===== config.mk =====
export PLATFORM = sky130hd
export DESIGN_NAME = bws_lerp
export DESIGN_NICKNAME = d
export VERILOG_FILES = /design/src/hdl/bws_pkg.sv /design/src/hdl/bws_lerp.sv
export SDC_FILE = /design/constraint.sdc
export NUM_CORES = 2
export LEC_CHECK = 0
export ABC_CLOCK_PERIOD_IN_PS = 20200
export BUFFER_PORTS_ARGS = -buffer_cell sky130_fd_sc_hd__clkbuf_2
export CELL_PAD_IN_SITES_DETAIL_PLACEMENT = 1
export CELL_PAD_IN_SITES_GLOBAL_PLACEMENT = 2
export CORE_ASPECT_RATIO = 0.6
export CORE_UTILIZATION = 40
export DETAILED_ROUTE_END_ITERATION = 16
export GPL_ROUTABILITY_DRIVEN = 1
export GPL_TIMING_DRIVEN = 0
export PLACE_DENSITY_LB_ADDON = 0.2
export REMOVE_ABC_BUFFERS = 1
export SLEW_MARGIN = 20
export SYNTH_ARGS = -nofsm -noshare
export SYNTH_HDL_FRONTEND = slang
export SYNTH_SLANG_ARGS = --single-unit

===== constraint.sdc =====
create_clock -name i_clk -period 20.2 [get_ports i_clk]
set_clock_uncertainty 0.1 [all_clocks]
set_input_delay 3.03 -clock i_clk [delete_from_list [all_inputs] [get_ports i_clk]]
set_output_delay 3.03 -clock i_clk [all_outputs]
set_load 0.02 [all_outputs]

===== src/hdl/bws_pkg.sv =====
// ----------------------------------------------------------------------------
// bws_pkg
// Shared constants, types and helpers of the bilinear wrap height sampler.
// ----------------------------------------------------------------------------
package bws_pkg;

    localparam int MAX_SIDE        = 256;
    localparam int COORD_FRAC_BITS = 16;

    localparam int SIDE_BITS  = $clog2(MAX_SIDE);
    localparam int SIDE_W     = SIDE_BITS + 1;
    localparam int ADDR_BITS  = 2 * SIDE_BITS;
    localparam int STORE_SIZE = MAX_SIDE * MAX_SIDE;

    localparam int CFG_W      = 9;
    localparam int CFG_IDX_W  = 1;
    localparam int CFG_RESET  = 256;
    localparam int COORD_W    = 32;
    localparam int TADDR_W    = 16;
    localparam int TEXEL_W    = 8;
    localparam int HEIGHT_W   = 16;

    localparam int POS_W      = COORD_FRAC_BITS + SIDE_BITS;
    localparam int ROW_W      = TEXEL_W + COORD_FRAC_BITS + 2;
    localparam int COL_W      = ROW_W + COORD_FRAC_BITS + 2;
    localparam int OUT_SHIFT  = 2 * COORD_FRAC_BITS - 8;

    localparam logic [CFG_IDX_W-1:0] REG_WIDTH  = CFG_IDX_W'(0);
    localparam logic [CFG_IDX_W-1:0] REG_HEIGHT = CFG_IDX_W'(1);

    localparam logic ACT_WRITE  = 1'b0;
    localparam logic ACT_SAMPLE = 1'b1;

    typedef logic [SIDE_W-1:0]          t_side;
    typedef logic [ADDR_BITS-1:0]       t_addr;
    typedef logic [TEXEL_W-1:0]         t_texel;
    typedef logic [COORD_FRAC_BITS-1:0] t_frac;

    // per-stage load enables of the pipeline
    typedef struct packed {
        logic en1;
        logic en2;
        logic en3;
        logic en4;
        logic en_out;
    } t_pipe_en;

    function automatic t_side clamp_side(input logic [CFG_W-1:0] s);
        if (s < CFG_W'(2)) begin
            clamp_side = SIDE_W'(2);
        end else if (32'(s) > MAX_SIDE) begin
            clamp_side = SIDE_W'(MAX_SIDE);
        end else begin
            clamp_side = SIDE_W'(s);
        end
    endfunction

endpackage


===== src/hdl/bws_lerp.sv =====
// ----------------------------------------------------------------------------
// bws_lerp
// Row lerps along x, then the column lerp along y, truncated to 8.8.
// ----------------------------------------------------------------------------
module bws_lerp (
    input  logic                         i_clk,
    input  bws_pkg::t_pipe_en            i_en,
    input  bws_pkg::t_frac               i_tx,
    input  bws_pkg::t_frac               i_ty,
    input  bws_pkg::t_texel              i_t00,
    input  bws_pkg::t_texel              i_t10,
    input  bws_pkg::t_texel              i_t01,
    input  bws_pkg::t_texel              i_t11,
    output logic [bws_pkg::HEIGHT_W-1:0] o_height
);
    import bws_pkg::*;

    t_frac                   r_tx3;
    t_frac                   r_ty3;
    t_frac                   r_ty4;
    logic signed [ROW_W-1:0] r_a;
    logic signed [ROW_W-1:0] r_b;
    logic [HEIGHT_W-1:0]     r_height;

    logic signed [ROW_W-1:0] t00_w;
    logic signed [ROW_W-1:0] t10_w;
    logic signed [ROW_W-1:0] t01_w;
    logic signed [ROW_W-1:0] t11_w;
    logic signed [ROW_W-1:0] tx_w;
    logic signed [ROW_W-1:0] n_a;
    logic signed [ROW_W-1:0] n_b;

    logic signed [COL_W-1:0] a_w;
    logic signed [COL_W-1:0] diff_w;
    logic signed [COL_W-1:0] ty_w;
    logic signed [COL_W-1:0] col;
    logic [HEIGHT_W-1:0]     n_height;

    // fractions ride along with the texel read
    always_ff @(posedge i_clk) begin
        if (i_en.en3) begin
            r_tx3 <= i_tx;
            r_ty3 <= i_ty;
        end
    end

    assign t00_w = ROW_W'($signed({1'b0, i_t00}));
    assign t10_w = ROW_W'($signed({1'b0, i_t10}));
    assign t01_w = ROW_W'($signed({1'b0, i_t01}));
    assign t11_w = ROW_W'($signed({1'b0, i_t11}));
    assign tx_w  = ROW_W'($signed({1'b0, r_tx3}));
    assign n_a   = (t00_w <<< COORD_FRAC_BITS) + (t10_w - t00_w) * tx_w;
    assign n_b   = (t01_w <<< COORD_FRAC_BITS) + (t11_w - t01_w) * tx_w;

    always_ff @(posedge i_clk) begin
        if (i_en.en4) begin
            r_a   <= n_a;
            r_b   <= n_b;
            r_ty4 <= r_ty3;
        end
    end

    assign a_w    = COL_W'(r_a);
    assign diff_w = COL_W'(r_b - r_a);
    assign ty_w   = COL_W'($signed({1'b0, r_ty4}));
    assign col    = (a_w <<< COORD_FRAC_BITS) + diff_w * ty_w;

    always_comb begin
        if (col < 0) begin
            n_height = '0;
        end else begin
            n_height = col[OUT_SHIFT +: HEIGHT_W];
        end
    end

    always_ff @(posedge i_clk) begin
        if (i_en.en_out) begin
            r_height <= n_height;
        end
    end

    assign o_height = r_height;

endmodule


Word level (Yosys, flattened, before mapping)
Index checks and enable logic that the tools add are counted.
{"block": "totals", "input_bits": 70, "latch_bits": 0, "regBits": 116, "memories": 0, "out_inout_bits": 16, "ram_bits": 0, "romBits": 0}
{"block": "op_classes", "n_mux": 0, "eq_ne": 0, "magnitude_cmp": 1, "div_mod_pow": 0, "add_sub_neg": 6, "mul": 3, "n_reduce_logical": 0, "shift": 0, "bitwise": 0}
{"op": "25-bit by 26-bit adder with 26-bit output", "count": 2}
{"op": "9-bit by 17-bit multiplier with 26-bit output", "count": 2}
{"op": "42-bit by 44-bit adder with 44-bit output", "count": 1}
{"op": "44-bit by 1-bit less-than comparator with 1-bit output (second input constant)", "count": 1}
{"op": "27-bit by 17-bit multiplier with 44-bit output", "count": 1}
{"op": "26-bit by 26-bit subtractor with 27-bit output", "count": 1}
{"op": "8-bit by 8-bit subtractor with 9-bit output", "count": 2}

Depth between registers and ports, before layout
{"block": "depth", "word_depth": 4, "mapped_depth": 38, "ltp_nobuf": 33}

Least setup slack after synthesis
No wires, ideal clock.
{"block": "synth_timing", "path_kind": "input to register", "from": "input port i_t11[0]", "to": "register r_b[24] (data pin)", "arrival_time_ns": 9.046, "cell_stages": 29, "setup_slack_ns": 10.796, "setup_ns": 0.258, "t_required_ns": 19.842, "n_path_buf": 1, "path_cell_list": "inv_1 ha_1 inv_1 fa_1 nand2_1 nand2_1 a21oi_1 o21bai_1 a21oi_1 o21bai_1 a21oi_1 clkbuf_1 nand2b_1 fa_1 fa_1 inv_1 fa_1 inv_1 fa_1 inv_1 fa_1 ha_1 and3_1 nand2_1 a211oi_1 or4_1 a31o_2 a21oi_1 xnor2_1"}
{"block": "synth_via", "elab_chain_cells": 3}
{"element": "start: declaration", "line": "bws_lerp.sv:13", "text": "input bws_pkg::t_texel i_t11,"}
{"element": "8-bit by 8-bit subtractor with 9-bit output", "line": "bws_lerp.sv:53", "text": "assign n_b = (t01_w <<< COORD_FRAC_BITS) + (t11_w - t01_w) * tx_w;"}
{"element": "9-bit by 17-bit multiplier with 26-bit output", "line": "bws_lerp.sv:53"}
{"element": "25-bit by 26-bit adder with 26-bit output", "line": "bws_lerp.sv:53"}
{"element": "named net n_b[24]", "line": "bws_lerp.sv:31", "text": "logic signed [ROW_W-1:0] n_b;"}
{"element": "end signal: assignment", "line": "bws_lerp.sv:58", "text": "r_b <= n_b;"}
{"element": "end: declaration", "line": "bws_lerp.sv:22", "text": "logic signed [ROW_W-1:0] r_b;"}
The timed path passes the listed nets, and every way through them passes these cells.
A chain may end at the register's enable or synchronous reset.

Worst setup path after layout
{"block": "layout_timing", "from": "register r_a[12]", "to": "register r_height[3], in the netlist o_height[3] (data pin)"}
{"block": "layout_via", "elab_chain_cells": 4}
{"element": "start: declaration", "line": "bws_lerp.sv:21", "text": "logic signed [ROW_W-1:0] r_a;"}
{"element": "start signal: assignment", "line": "bws_lerp.sv:57", "text": "r_a <= n_a;"}
{"element": "26-bit by 26-bit subtractor with 27-bit output", "line": "bws_lerp.sv:64", "text": "assign diff_w = COL_W'(r_b - r_a);"}
{"element": "27-bit by 17-bit multiplier with 44-bit output", "line": "bws_lerp.sv:66", "text": "assign col = (a_w <<< COORD_FRAC_BITS) + diff_w * ty_w;"}
{"element": "42-bit by 44-bit adder with 44-bit output (*)", "line": "bws_lerp.sv:66"}
{"element": "44-bit by 1-bit less-than comparator with 1-bit output", "line": "bws_lerp.sv:69", "text": "if (col < 0) begin"}
{"element": "end signal: assignment", "line": "bws_lerp.sv:78", "text": "r_height <= n_height;"}
{"element": "end: declaration", "line": "bws_lerp.sv:23", "text": "logic [HEIGHT_W-1:0] r_height;"}
Mark *: on every way between the ends. The rest lies on a longest branch, timed or not.

==> results.md <==
- Clock root cell: clkbuf_16
- Synth cell types: between 70 and 80
- Die H: between 200 and 250 um
- GRT overflow: 0
- Seq cells post-synth: 116
- Initial core utilization: roughly two fifths
- Clk buf depth: 2
- Fmax: around 87 MHz
- Synth Instances: between 3000 and 4000
- # Max-Cap Violations: 0
- Layout area overhead: 8.68%
- Aggregate global-route resource usage: ~25%
- Skew-Pair Late Insertion Delay: about 0.51 ns
- Sink Count: roughly 120
- Worst r2r dst: o_height[3]
- Total setup buffers inserted after CTS: 0
- Asr flop ratio synth: 0%
- Slew @ Worst Pin: between 1 and 1.5 ns
- Post-synth EDFFs: 116
- Status: finished clean
- Routed len/inst: 20.4 um
- Core Region: around 0.084 mm2
- CP required: between 20 and 25 ns
- CTS resizes: 0
- CP Launch Type: flop
- Max stage delay on crit path: a little under 0.8 ns
- Most frequent CP cell: fa_1
- DR DRC count: 0
- Final Hold Fails: 0
- Worst Setup EP: o_height[3]
- Iter 0 DRT Violations: roughly 1900
- Die X: about 380 um
- Row count: 82
- Number of iterations in the first detailed-routing pass: 5
- Overall routed net length: 101000 um
- CTS Hold Bufs: 0
- Max Slew Vio Count: 0
- Final ANT Viol Nets: 0
- Min-delay worst type: flop to flop
- Share of layout cells above drive strength 1: 7.02%
- Reg-to-reg startpoint: r_a[12]
- Hold Path Stages: 0
- Ports: between 80 and 90
- Rel. slew slack: between 20% and 30%
- # port buffers: 83
- Final TNS setup: 0 ns
- DR vias: around 26000
- Initial antenna violation count: 1
- Syn. warnings: 0
- DP HPWL: 84000 um
- Largest net degree at the start of global routing: 52
- Clock Pin Slew Worst Setup and Hold Paths: approximately 0.070 ns
- Worst Hold Launch: r_ty3[15]
- Critical Path Start: r_a[12]
- Arrival time worst endpoint: 11.57 ns
- Nets: 4829
- Slowest cell on the critical path: ha_2
- Fill count: 9783
- First-pass GRT wire length: between 150000 and 200000 um
- Final setup violation count: 0
- Syn avg cell area: about 9.0 um2
- Top FF cell, synth: edfxtp_1
- Sequential share of the synthesized area: between 10% and 20%
- R2R setup slack: just under 9 ns
- Fin crit period: 11.46 ns
- Cell count of the worst reg-to-reg path: 28
- Clock H-tree levels: 4
- Netlist Area Pre-Place: roughly 0.034 mm2
- Detailed-route vias per instance: between 5 and 6
- Die area: between 0.08 and 0.09 mm2
- Endpoint type of the worst setup path: flop
- RePlAce Congestion: ~0.84
- RSZ-0062 raised after global routing: no
- Tcrit/Tclk final: a little under three fifths
- CTS tree: done
- Number of global-route vias before repair: roughly 28000
- Path type of the worst setup path: flop to flop
- Max FO, Critical Path: 37
- CTS buffer count: 17
## registers in the layout, indices dropped and copies added (netlist names)
signal    count
r_a          26
r_ty4        16
o_height     16
r_b          26
r_ty3        16
r_tx3        16
## worst min-delay path by stage
stage	end	slack, ns
finish	r_ty4[15]	0.31
CTS	r_ty4[5]	0.32
global route	r_ty4[3]	0.33
floorplan	r_ty4[0]	0.30
detailed placement	r_ty4[3]	0.31
global placement	r_ty4[5]	0.30
## layout by cell type (no fill, tap or decap), types with 9 or more instances in the layout
cell	instances
a211oi_1	9
a21o_1	31
a21oi_1	117
a311oi_1	10
a31oi_1	14
a41o_1	10
and2_1	224
and3_1	49
and3b_1	9
buf_6	31
buf_8	30
clkbuf_16	17
clkbuf_2	82
edfxtp_1	116
fa_1	671
ha_1	277
inv_1	893
mux2i_1	18
nand2_1	403
nand2b_1	98
nand3_1	100
nand3b_1	12
nor2_1	40
nor2b_1	90
nor3_1	37
nor4_1	13
o211ai_1	29
o21a_1	12
o21ai_0	87
o21bai_1	12
o311ai_0	10
o31ai_1	11
or2_2	12
or3_1	11
xnor2_1	47
xnor2_2	17
xor2_1	14
## kinds of logic (layout without fill, tap and decap cells)
group	count (synthesis)	in the layout	share of synthesized area (%)
AO/OA/AOI/OAI	438	438	8.55
buffers and inverters	1087	1080	12.0
multiplexers	24	24	0.722
AND/OR/NAND/NOR	1122	1122	16.9
adder cells (fa/ha/maj)	953	953	49.4
other	0	2	0
XOR/XNOR	86	86	2.19
flip-flops	116	116	10.2
## cells in the mapped netlist (5+ instances only)
library cell	count	area share, %
nand4_1	6	0.11
o21bai_1	12	0.26
nor3_1	37	0.54
a41oi_1	8	0.20
a211oi_1	10	0.22
o31ai_1	11	0.24
or3_1	11	0.20
nand2b_1	98	1.8
nor4_1	13	0.24
a41o_1	10	0.29
a31oi_1	14	0.26
a21o_1	31	0.68
o21ai_0	89	1.3
and3_1	49	0.89
buf_2	11	0.16
nand3_1	100	1.5
mux2_2	6	0.20
nor2_1	43	0.47
or2_2	12	0.22
ha_1	282	10
a21oi_1	119	1.7
o311a_1	5	0.15
and3b_1	9	0.23
a311oi_1	10	0.26
a21boi_0	5	0.11
nor2b_1	90	1.6
buf_1	5	0.055
o21ai_1	7	0.10
o221ai_1	5	0.13
clkbuf_1	172	1.9
o211ai_1	29	0.63
mux2i_1	18	0.53
o21a_1	12	0.26
xor2_1	22	0.56
xnor2_1	64	1.6
nand3b_1	12	0.26
nand2_1	403	4.4
and2_1	224	4.1
inv_1	893	9.8
edfxtp_1	116	10
o311ai_0	13	0.33
fa_1	671	39
## critical path: cells and delay by family (launching register included)
family / cells / cell delay (ns)
adders and majority gates: 8 / 4.28
AOI/OAI and AO/OA: 8 / 3.13
and+or+nand+nor: 7 / 2.88
DFF: 1 / 0.47
buffers and inverters: 5 / 0.28
## metrics by stage
| step | area [um2] | hold slack, ns | setup WS, ns | cells | util (%) |
|---|---|---|---|---|---|
| floorplan | 33500 | 0.300 | 10.09 | 3632 | - |
| global placement | 35400 | 0.300 | 6.76 | 4849 | 42.0 |
| detailed placement | 36700 | 0.306 | 8.52 | 4921 | 43.6 |
| CTS | 37300 | 0.319 | 8.48 | 4953 | 44.3 |
| global route | 37300 | 0.325 | 8.31 | 4953 | 44.3 |
| finish | 37300 | 0.314 | 8.74 | 4955 | 44.3 |
## layout make-up
type / count / area, um2 / share of cell area (%)
multi-input cells: 2623 / 27000 / 72.3
flip-flops and latches: 116 / 3480 / 9.34
inverters: 893 / 3350 / 8.99
repair buffers: 155 / 1470 / 3.95
well taps: 1134 / 1420 / 3.80
clock buffers: 17 / 425 / 1.14
clock inverters: 15 / 155 / 0.416
diodes: 2 / 5.00 / 0.0134
## routing by layer
layer | GRT usage, % | vias to the layer above | share of wire (%)
li1 | - | 11800 | -
met1 | 38.8 | 13200 | 52
met2 | 35.9 | 558 | 41
met3 | 3.59 | 55 | 5.2
met4 | 3.64 | 0 | 0.95
met5 | 0 | - | 0
Power is left out: the tool's default activity adds up to more than one toggle a clock period on the data nets, which glitch-free logic cannot reach.
